`src/hystart_pkg.sv`:
```
// ---------------------------------------------------------------------------
// hystart_pkg
// Shared types, widths, codes and reset values for the HyStart slow-start
// exit detector.
// ---------------------------------------------------------------------------
package hystart_pkg;

   // default width of time values (microseconds)
   localparam int TIME_BITS_DEF = 32;

   // fixed field widths
   localparam int MODE_W     = 2;
   localparam int WORD_W     = 32;
   localparam int SEG_W      = 16;
   localparam int LOW_WIN_W  = 10;
   localparam int DET_W      = 2;
   localparam int SAMPLES_W  = 8;
   localparam int WIN_PROD_W = LOW_WIN_W + SEG_W;

   // stream widths
   localparam int REQ_TUSER_W = MODE_W;
   localparam int REQ_TDATA_W = 208;
   localparam int RSP_TDATA_W = 40;

   // csr port
   localparam int CSR_ADDR_W = 3;
   localparam int CSR_DATA_W = 32;

   // event kinds
   typedef enum logic [MODE_W-1:0] {
      MODE_RTT  = 2'd0,
      MODE_WIN  = 2'd1,
      MODE_LOSS = 2'd2
   } mode_type;

   // detection selection
   typedef enum logic [DET_W-1:0] {
      DET_TRAIN = 2'd0,
      DET_DELAY = 2'd1,
      DET_BOTH  = 2'd2
   } det_type;

   // register indexes
   typedef enum logic [CSR_ADDR_W-1:0] {
      REG_ENABLE        = 3'd0,
      REG_LOW_WINDOW    = 3'd1,
      REG_DETECT_MODE   = 3'd2,
      REG_MIN_SAMPLES   = 3'd3,
      REG_ACK_DELTA     = 3'd4,
      REG_DELAY_FLOOR   = 3'd5,
      REG_DELAY_CEILING = 3'd6
   } reg_type;

   // register reset values
   localparam logic                 ENABLE_RST        = 1'b1;
   localparam logic [LOW_WIN_W-1:0] LOW_WINDOW_RST    = 10'd8;
   localparam logic [DET_W-1:0]     DETECT_MODE_RST   = 2'd2;
   localparam logic [SAMPLES_W-1:0] MIN_SAMPLES_RST   = 8'd8;
   localparam logic [WORD_W-1:0]    ACK_DELTA_RST     = 32'd2000;
   localparam logic [WORD_W-1:0]    DELAY_FLOOR_RST   = 32'd2000;
   localparam logic [WORD_W-1:0]    DELAY_CEILING_RST = 32'd1000000;

endpackage

```
`src/hystart_slow_start_exit_top.sv`:
```
// ---------------------------------------------------------------------------
// hystart_slow_start_exit_top
// Path: an accepted request waits in the input register; the state update
//   then loads the result register once it is empty or being read, so
//   response back-pressure holds the input register and req_tready.
// Throughput: one request per cycle while the response side is not stalled;
//   the state update between the input and result registers sets that rate.
// Reset: synchronous, active high; clears all detector state, the pipeline
//   valids, and loads the default register values.
// ---------------------------------------------------------------------------
module hystart_slow_start_exit_top #(
   parameter int TIME_BITS = hystart_pkg::TIME_BITS_DEF
) (
   input  logic                                clock,
   input  logic                                reset,
   // request channel
   input  logic                                req_tvalid,
   output logic                                req_tready,
   // tdata: now_us, rtt_us, cwnd_bytes, ssthresh_bytes, segment_bytes,
   //        acked_seq, high_tx_seq (lowest bits first)
   input  logic [hystart_pkg::REQ_TDATA_W-1:0] req_tdata,
   // tuser: mode
   input  logic [hystart_pkg::REQ_TUSER_W-1:0] req_tuser,
   // response channel
   output logic                                rsp_tvalid,
   input  logic                                rsp_tready,
   // tdata: set_ssthresh, new_ssthresh, exit_found, round_started, zero pad
   output logic [hystart_pkg::RSP_TDATA_W-1:0] rsp_tdata,
   // register write port
   input  logic                                csr_we,
   input  logic [hystart_pkg::CSR_ADDR_W-1:0]  csr_addr,
   input  logic [hystart_pkg::CSR_DATA_W-1:0]  csr_wdata
);

   localparam int W  = hystart_pkg::WORD_W;
   localparam int TB = TIME_BITS;

   // ---------------- configuration registers ----------------
   logic                                 enable_ff;
   logic [hystart_pkg::LOW_WIN_W-1:0]    low_win_ff;
   logic [hystart_pkg::DET_W-1:0]        det_mode_ff;
   logic [hystart_pkg::SAMPLES_W-1:0]    min_samples_ff;
   logic [TB-1:0]                        ack_delta_ff;
   logic [TB-1:0]                        floor_ff;
   logic [TB-1:0]                        ceiling_ff;

   always_ff @(posedge clock) begin
      if (reset) begin
         enable_ff      <= hystart_pkg::ENABLE_RST;
         low_win_ff     <= hystart_pkg::LOW_WINDOW_RST;
         det_mode_ff    <= hystart_pkg::DETECT_MODE_RST;
         min_samples_ff <= hystart_pkg::MIN_SAMPLES_RST;
         ack_delta_ff   <= TB'(hystart_pkg::ACK_DELTA_RST);
         floor_ff       <= TB'(hystart_pkg::DELAY_FLOOR_RST);
         ceiling_ff     <= TB'(hystart_pkg::DELAY_CEILING_RST);
      end else if (csr_we) begin
         case (hystart_pkg::reg_type'(csr_addr))
            hystart_pkg::REG_ENABLE:        enable_ff      <= csr_wdata[0];
            hystart_pkg::REG_LOW_WINDOW:
               low_win_ff <= csr_wdata[hystart_pkg::LOW_WIN_W-1:0];
            hystart_pkg::REG_DETECT_MODE:
               det_mode_ff <= csr_wdata[hystart_pkg::DET_W-1:0];
            hystart_pkg::REG_MIN_SAMPLES:
               min_samples_ff <= csr_wdata[hystart_pkg::SAMPLES_W-1:0];
            hystart_pkg::REG_ACK_DELTA:     ack_delta_ff   <= TB'(csr_wdata);
            hystart_pkg::REG_DELAY_FLOOR:   floor_ff       <= TB'(csr_wdata);
            hystart_pkg::REG_DELAY_CEILING: ceiling_ff     <= TB'(csr_wdata);
            default: ;
         endcase
      end
   end

   // ---------------- input register ----------------
   logic                              in_valid_ff, in_valid_in;
   logic                              rsp_valid_ff, rsp_valid_in;
   hystart_pkg::mode_type             mode_ff;
   logic [TB-1:0]                     now_ff;
   logic [TB-1:0]                     rtt_ff;
   logic [W-1:0]                      cwnd_ff;
   logic [W-1:0]                      ssth_ff;
   logic [hystart_pkg::SEG_W-1:0]     seg_ff;
   logic [W-1:0]                      acked_ff;
   logic [W-1:0]                      high_tx_ff;
   logic                              req_take;
   logic                              advance;

   assign advance    = in_valid_ff && (!rsp_valid_ff || rsp_tready);
   assign req_tready = !in_valid_ff || advance;
   assign req_take   = req_tvalid && req_tready;

   always_comb begin
      in_valid_in = in_valid_ff;
      if (req_take)
         in_valid_in = 1'b1;
      else if (advance)
         in_valid_in = 1'b0;
   end

   always_ff @(posedge clock) begin
      if (reset)
         in_valid_ff <= 1'b0;
      else
         in_valid_ff <= in_valid_in;
   end

   always_ff @(posedge clock) begin
      if (req_take) begin
         mode_ff    <= hystart_pkg::mode_type'(req_tuser);
         now_ff     <= TB'(req_tdata[31:0]);
         rtt_ff     <= TB'(req_tdata[63:32]);
         cwnd_ff    <= req_tdata[95:64];
         ssth_ff    <= req_tdata[127:96];
         seg_ff     <= req_tdata[143:128];
         acked_ff   <= req_tdata[175:144];
         high_tx_ff <= req_tdata[207:176];
      end
   end

   // ---------------- detector state ----------------
   logic                              found_ff, found_in;
   logic                              round_valid_ff, round_valid_in;
   logic [TB-1:0]                     round_start_ff, round_start_in;
   logic [TB-1:0]                     last_train_ff, last_train_in;
   logic [W-1:0]                      round_end_ff, round_end_in;
   logic [TB-1:0]                     rmin_ff, rmin_in;
   logic                              rmin_valid_ff, rmin_valid_in;
   logic [hystart_pkg::SAMPLES_W-1:0] samples_ff, samples_in;
   logic [TB-1:0]                     omin_ff, omin_in;
   logic                              omin_valid_ff, omin_valid_in;

   // ---------------- event evaluation ----------------
   logic                               rtt_nz;
   logic [TB-1:0]                      omin_new;
   logic [hystart_pkg::WIN_PROD_W-1:0] win_floor;
   logic                               in_range;
   logic                               run;
   logic [TB-1:0]                      gap;
   logic [TB-1:0]                      elapsed;
   logic                               train_hit;
   logic                               train_ok, delay_ok;
   logic                               train_fire, delay_fire;
   logic                               sample_phase;
   logic [TB-1:0]                      thresh;
   logic [TB-1:0]                      excess;
   logic                               fired;
   logic                               started;
   logic [W-1:0]                       seq_diff;
   logic                               round_pass;

   assign rtt_nz   = (rtt_ff != '0);
   assign omin_new = (!omin_valid_ff || omin_ff > rtt_ff) ? rtt_ff : omin_ff;

   // cwnd window check: low window in segments times segment size
   assign win_floor = hystart_pkg::WIN_PROD_W'(low_win_ff)
                    * hystart_pkg::WIN_PROD_W'(seg_ff);
   assign in_range  = enable_ff && (cwnd_ff <= ssth_ff)
                    && (W'(win_floor) <= cwnd_ff);
   // detection runs on RTT samples only
   assign run       = (mode_ff == hystart_pkg::MODE_RTT) && rtt_nz && in_range
                    && !found_ff;

   assign train_ok = (det_mode_ff == hystart_pkg::DET_TRAIN)
                  || (det_mode_ff == hystart_pkg::DET_BOTH);
   assign delay_ok = (det_mode_ff == hystart_pkg::DET_DELAY)
                  || (det_mode_ff == hystart_pkg::DET_BOTH);

   // ACK train: closely spaced ACKs lasting longer than the min RTT
   assign gap        = now_ff - last_train_ff;
   assign elapsed    = now_ff - round_start_ff;
   assign train_hit  = round_valid_ff && (gap <= ack_delta_ff);
   assign train_fire = train_hit && (elapsed > omin_new) && train_ok;

   // delay increase over clamped threshold
   assign sample_phase = (samples_ff < min_samples_ff);
   always_comb begin
      if (omin_new > ceiling_ff)
         thresh = ceiling_ff;
      else if (omin_new < floor_ff)
         thresh = floor_ff;
      else
         thresh = omin_new;
   end
   assign excess     = rmin_ff - omin_new;
   assign delay_fire = !sample_phase && rmin_valid_ff && (rmin_ff > omin_new)
                    && (excess > thresh) && delay_ok;

   assign fired = run && (train_fire || delay_fire);

   // serial comparison of acked sequence against round end
   assign seq_diff   = acked_ff - round_end_ff;
   assign round_pass = (seq_diff != '0) && !seq_diff[W-1];

   // next state
   always_comb begin
      found_in       = found_ff;
      round_valid_in = round_valid_ff;
      round_start_in = round_start_ff;
      last_train_in  = last_train_ff;
      round_end_in   = round_end_ff;
      rmin_in        = rmin_ff;
      rmin_valid_in  = rmin_valid_ff;
      samples_in     = samples_ff;
      omin_in        = omin_ff;
      omin_valid_in  = omin_valid_ff;
      started        = 1'b0;

      case (mode_ff)
         hystart_pkg::MODE_RTT: begin
            if (rtt_nz) begin
               omin_in       = omin_new;
               omin_valid_in = 1'b1;
            end
            if (run) begin
               if (train_hit)
                  last_train_in = now_ff;
               if (sample_phase) begin
                  if (!rmin_valid_ff || rmin_ff > rtt_ff)
                     rmin_in = rtt_ff;
                  rmin_valid_in = 1'b1;
                  samples_in    = samples_ff + 1'b1;
               end
               found_in = found_ff | fired;
            end
         end
         hystart_pkg::MODE_WIN: begin
            if (enable_ff && (cwnd_ff < ssth_ff) && round_pass)
               started = 1'b1;
         end
         hystart_pkg::MODE_LOSS: begin
            omin_in       = '0;
            omin_valid_in = 1'b0;
            found_in      = 1'b0;
            started       = 1'b1;
         end
         default: ;
      endcase

      // start of a new measurement round
      if (started) begin
         round_valid_in = 1'b1;
         round_start_in = now_ff;
         last_train_in  = now_ff;
         round_end_in   = high_tx_ff;
         rmin_in        = '0;
         rmin_valid_in  = 1'b0;
         samples_in     = '0;
      end
   end

   always_ff @(posedge clock) begin
      if (reset) begin
         found_ff       <= 1'b0;
         round_valid_ff <= 1'b0;
         round_start_ff <= '0;
         last_train_ff  <= '0;
         round_end_ff   <= '0;
         rmin_ff        <= '0;
         rmin_valid_ff  <= 1'b0;
         samples_ff     <= '0;
         omin_ff        <= '0;
         omin_valid_ff  <= 1'b0;
      end else if (advance) begin
         found_ff       <= found_in;
         round_valid_ff <= round_valid_in;
         round_start_ff <= round_start_in;
         last_train_ff  <= last_train_in;
         round_end_ff   <= round_end_in;
         rmin_ff        <= rmin_in;
         rmin_valid_ff  <= rmin_valid_in;
         samples_ff     <= samples_in;
         omin_ff        <= omin_in;
         omin_valid_ff  <= omin_valid_in;
      end
   end

   // ---------------- result register ----------------
   logic [hystart_pkg::RSP_TDATA_W-1:0] rsp_data_ff, rsp_data_in;

   always_comb begin
      rsp_valid_in = rsp_valid_ff;
      if (advance)
         rsp_valid_in = 1'b1;
      else if (rsp_tready)
         rsp_valid_in = 1'b0;
      rsp_data_in = {5'd0, started, found_in, (fired ? cwnd_ff : '0), fired};
   end

   always_ff @(posedge clock) begin
      if (reset)
         rsp_valid_ff <= 1'b0;
      else
         rsp_valid_ff <= rsp_valid_in;
   end

   always_ff @(posedge clock) begin
      if (advance)
         rsp_data_ff <= rsp_data_in;
   end

   assign rsp_tvalid = rsp_valid_ff;
   assign rsp_tdata  = rsp_data_ff;

endmodule

```
`config.mk`:
```
export PLATFORM = sky130hd
export DESIGN_NAME = hystart_slow_start_exit_top
export DESIGN_NICKNAME = d
export VERILOG_FILES = /design/src/hystart_pkg.sv /design/src/hystart_slow_start_exit_top.sv
export SDC_FILE = /design/constraint.sdc
export NUM_CORES = 2
export LEC_CHECK = 0
export BUFFER_PORTS_ARGS = -buffer_cell sky130_fd_sc_hd__buf_4
export CAP_MARGIN = 20
export CORE_MARGIN = 2
export CORE_UTILIZATION = 35
export DETAILED_ROUTE_END_ITERATION = 7
export PLACE_DENSITY = 0.59
export SLEW_MARGIN = 5
export SYNTH_ARGS = -nofsm -noshare
export SYNTH_HDL_FRONTEND = slang
export SYNTH_SLANG_ARGS = --single-unit
```
`constraint.sdc`:
```
create_clock -name clock -period 7.2 [get_ports clock]
set_input_delay 0.72 -clock clock [delete_from_list [all_inputs] [get_ports clock]]
set_output_delay 0.72 -clock clock [all_outputs]
set_load 0.05 [all_outputs]
```
==> reports/results.env <==
SYNTH_COMPOUND_GATE_AREA_SHARE_PCT=14.1
CTS_TREE='done'
YOSYS.AREA.TOP_TYPE='edfxtp_1'
SYNTHTOLAYOUTAREAGROWTH_PCT=28.1
HOLD_CLASS='in2reg'
SYNTHTOPCELLSBYCOUNT='ha_1 (480), inv_1 (476), nand2_1 (401), a21oi_1 (292), dfxtp_1 (291)'
PORTS=292
PATH_CLK_SLEW_NS=0.06
SYNTH_ASYNC_SR_FLOP_SHARE_PCT=0
GRT.MET1_USAGE_PCT=30.4
GRT_PASS1_WL_UM=187000
SYNTH.TOP_CELL.AREA_SHARE_PCT=19.6
SYNTH_SEQ_CELLS=536
VIOLATED_CHECKS='setup timing'
GRT_UTIL_MET2_PCT=35.1
SETUP_TOTAL_NEGATIVE_SLACK_NS=-62.84
CP_SLOWEST_CELL='fa_1'
DIE_Y_UM=332
DIEAREA_UM2=110000
POST_DRT_VIA_CELL_RATIO=5.13
FMAX_MHz=127
FINAL_MIN_PERIOD_OVER_CLOCK_PERIOD_PCT=109
TOP_USAGE_LAYER='met2'
FIN_CELLS=6149
FINAL_LAYOUT_SIZE_SUFFIX_GT1_SHARE_PCT=22.1
SYNTH_EDF_COUNT=245
TRITONCTS_NUM_SINKS=536
CRITICAL_PATH.STARTPOINT_TYPE='register'
CTS_BUFFER_DEPTH=3
SYNTH_TOP_FAMILY_BY_AREA='adder cells'
SYNTHSIMPLEGATEAREAFRAC_PCT=14.2
PIN_COUNT_OF_THE_BIGGEST_NET_ENTERING_GLOBAL_ROUTING=182
IO_BUFFER_COUNT=286
VIA_COUNT_OF_THE_FIRST_GLOBAL_ROUTING_PASS=31088
TIMING.MAX_CAP.VIOLATIONS=0
CRITPATHMAXFANOUT=8
CPPEAKSTAGEDELAY_NS=0.56
FINALWORSTPATHREQUIREDPERIOD_NS=7.87
CTS_HOLD_BUF=0
CORE.ROWCOUNT=120
STARTING_DENSITY_OF_THE_CORE_PCT=35.2
YOSYS.CELL_COUNT.TOP_TYPE='ha_1'
SYNTHDISTINCTLIBCELLS=81
YS_SEQ_AREA_SHARE_PCT=35.0
SMALLEST_SETUP_SLACK_AFTER_LAYOUT_NS=-0.668
DRT_ITER0_MARKERS=2154
GRT_SETUP_UNREPAIRED='yes'
DRTANTENNAVIOLNETS=0
SYNTH_AREA_LEADERS='edfxtp_1 (20%), ha_1 (16%), dfxtp_1 (15%), fa_1 (6.1%), inv_1 (4.8%)'
SETUP.WORST_PATH.CLASS='reg2reg'
WIDTH_OF_THE_CHIP_UM=332
CLOCK-ROOT-BUFFER='clkbuf_16'
TOTALPOWERFINAL_mW=9.22
DETAILEDPLACEMENTHPWL_UM=93800
FIN_SKEW_NS=0.0301
WORST-ENDPOINT-ARRIVAL_NS=8.37
WIRE_LENGTH_AFTER_DETAILED_ROUTING_UM=124000
PEAKVDDDROP_mV=0.219
RESULT_OF_THE_RUN='complete, but fails checks'
FINAL_CORE_UTILIZATION_PCT=45.1
YS.WARNINGS.COUNT=0
POWER_DENSITY_nW_PER_UM2=191
FINALWEIGHTEDCONGESTION=0.972
MAPPEDNETLISTAREA_UM2=37600
GRT_ANTENNA_BEFORE_REPAIR=16
SYNTH_FLOP_CELL='dfxtp_1'
SYN_AVG_CELL_AREA_UM2=9.40
SYNTH-XOR-AREA-SHARE_PCT=2.91
CPMOSTUSEDCELL='fa_1'
MAX_SLEW_HEADROOM_PCT=31.9
SYNTH_ADDER_AREA_SHARE_PCT=22.0
LKG_PWR_nW=22.1
NNETSFINAL=5532
FINAL-MAX-SLEW-VIOLATION-COUNT=0
POST_SYNTH_MUX_AREA_SHARE_PCT=5.30
SYNTH_CELLS=4002
GRT_USE_MET3_PCT=4.27
CLOCK_INSERTION_DELAY_WORST_SKEW_NS=0.66
CTSHTREEMAXLEVEL=3
ROUTE.DETAILED.DRC=0
REPORT.FINAL.SETUP_VIOL=108
WORSTPATHREQUIRED_NS=7.70
AVGROUTEDWIREPERCELL_UM=20.2
GRT_TOTAL_USAGE_PCT=22.0
DRTPASS1ITERATIONS=6
GLOBALROUTEOVERFLOWTOTAL=0
CRITICAL_PATH.ENDPOINT_TYPE='register'
VIA_COUNT=31560
WORST_SLEW_PIN_SLEW_NS=1.02
TIMING.FINAL.HOLD_VIOLATIONS=0
CORE_REGION_AREA_UM2=107000
CTS_BUFFERS=68
NFILLCELLS=10167
POST-PLACE-CELLS=5947
[path summary, 6_finish.rpt]
path                            end  cells after the start  slack [ns]    startpoint
setup / recovery  last_train_ff[29]                     33       -0.67     seg_ff[5]
hold / removal            now_ff[2]                      1        0.24  req_tdata[2]
setup reg to reg  last_train_ff[29]                     33       -0.67     seg_ff[5]
hold reg to reg        floor_ff[30]                      2        0.45  floor_ff[30]
[through the flow]
step | setup slack (ns) | hold WS (ns) | instance area [µm²]
global route | -0.981 | 0.199 | 48200
floorplan | 0.00188 | 0.436 | 37800
finish | -0.668 | 0.236 | 48200
global placement | -1.05 | 0.443 | 44000
detailed placement | -1.09 | 0.448 | 44000
CTS | -0.738 | 0.187 | 47400
[cells by family after synthesis]
logic type               after synthesis
AND/OR/NAND/NOR                     1125
AO/OA/AOI/OAI                        820
buffers and inverters                606
adder cells (fa/ha/maj)              594
flip-flops                           536
multiplexers                         195
XOR/XNOR                             125
other                                  1
[report_power, final]
group | internal, mW | switching [mW] | total [mW]
Clock | 2.18 | 1.49 | 3.67
Combinational | 0.995 | 1.17 | 2.16
Sequential | 3.31 | 0.0854 | 3.39
[critical path, delay by kind of cell (launching register included)]
family / cells / cell delay [ns]
xor gates and xnor gates: 1 / 0.18
buffers and inverters: 6 / 0.84
and+or+nand+nor: 8 / 1.04
DFF: 1 / 0.45
AOI/OAI and AO/OA: 10 / 1.91
muxes: 1 / 0.18
adders and majority gates: 7 / 3.09
[sequential cells by signal, indices dropped and copies added, names as in the netlist, 8 cells and up]
signal and flops:
rsp_tdata 35, ack_delta_ff 32, acked_ff 32, ceiling_ff 32, cwnd_ff 32, floor_ff 32, high_tx_ff 32, last_train_ff 32
now_ff 32, omin_ff 32, rmin_ff 32, round_end_ff 32, round_start_ff 32, rtt_ff 32, ssth_ff 32, seg_ff 16
low_win_ff 10, min_samples_ff 8, samples_ff 8
[layer usage]
layer | vias up | routed length [µm]
li1 | 15344 | -
met1 | 15117 | 57600
met2 | 906 | 55100
met3 | 173 | 8010
met4 | 20 | 3300
met5 | - | 115
[layout by cell type, fill, tap and decap left out, types with 22 or more instances in the layout]
cell type	instances
o21a_1	37
a22o_1	33
o21bai_1	25
and2_1	98
mux2_2	30
a21oi_1	265
clkbuf_16	72
nand2b_1	41
ha_1	468
mux2i_1	158
nand2_1	390
buf_4	686
inv_1	470
nor2b_1	50
buf_12	22
xor2_1	34
nor3_1	40
dfxtp_1	286
fa_1	111
o21ai_0	90
and3_1	23
a21o_1	119
xnor2_1	90
o211ai_1	36
nand3_1	53
nand4_1	72
a22oi_1	32
a21oi_2	24
edfxtp_1	245
nor2_1	251
[cell type report]
class	instances	area, µm²	share of cell area (%)
sequential	536	13200	27.4
clock buffer	86	1890	3.93
timing repair buffer	740	6220	12.9
inverter	478	1790	3.72
antenna	3	7.51	0.0156
multi-input combinational	2864	22800	47.3
clock inverter	39	502	1.04
tap	1403	1760	3.64
[timing repair]
| item | CTS | global route |
|---|---|---|
| gates cloned | 14 | 1 |
| setup endpoints to repair | 108 | 108 |
| resized for setup | 68 | 141 |
| setup buffers | 34 | 32 |
| pin swaps | 27 | 73 |
(Power assumes the default switching activity.)
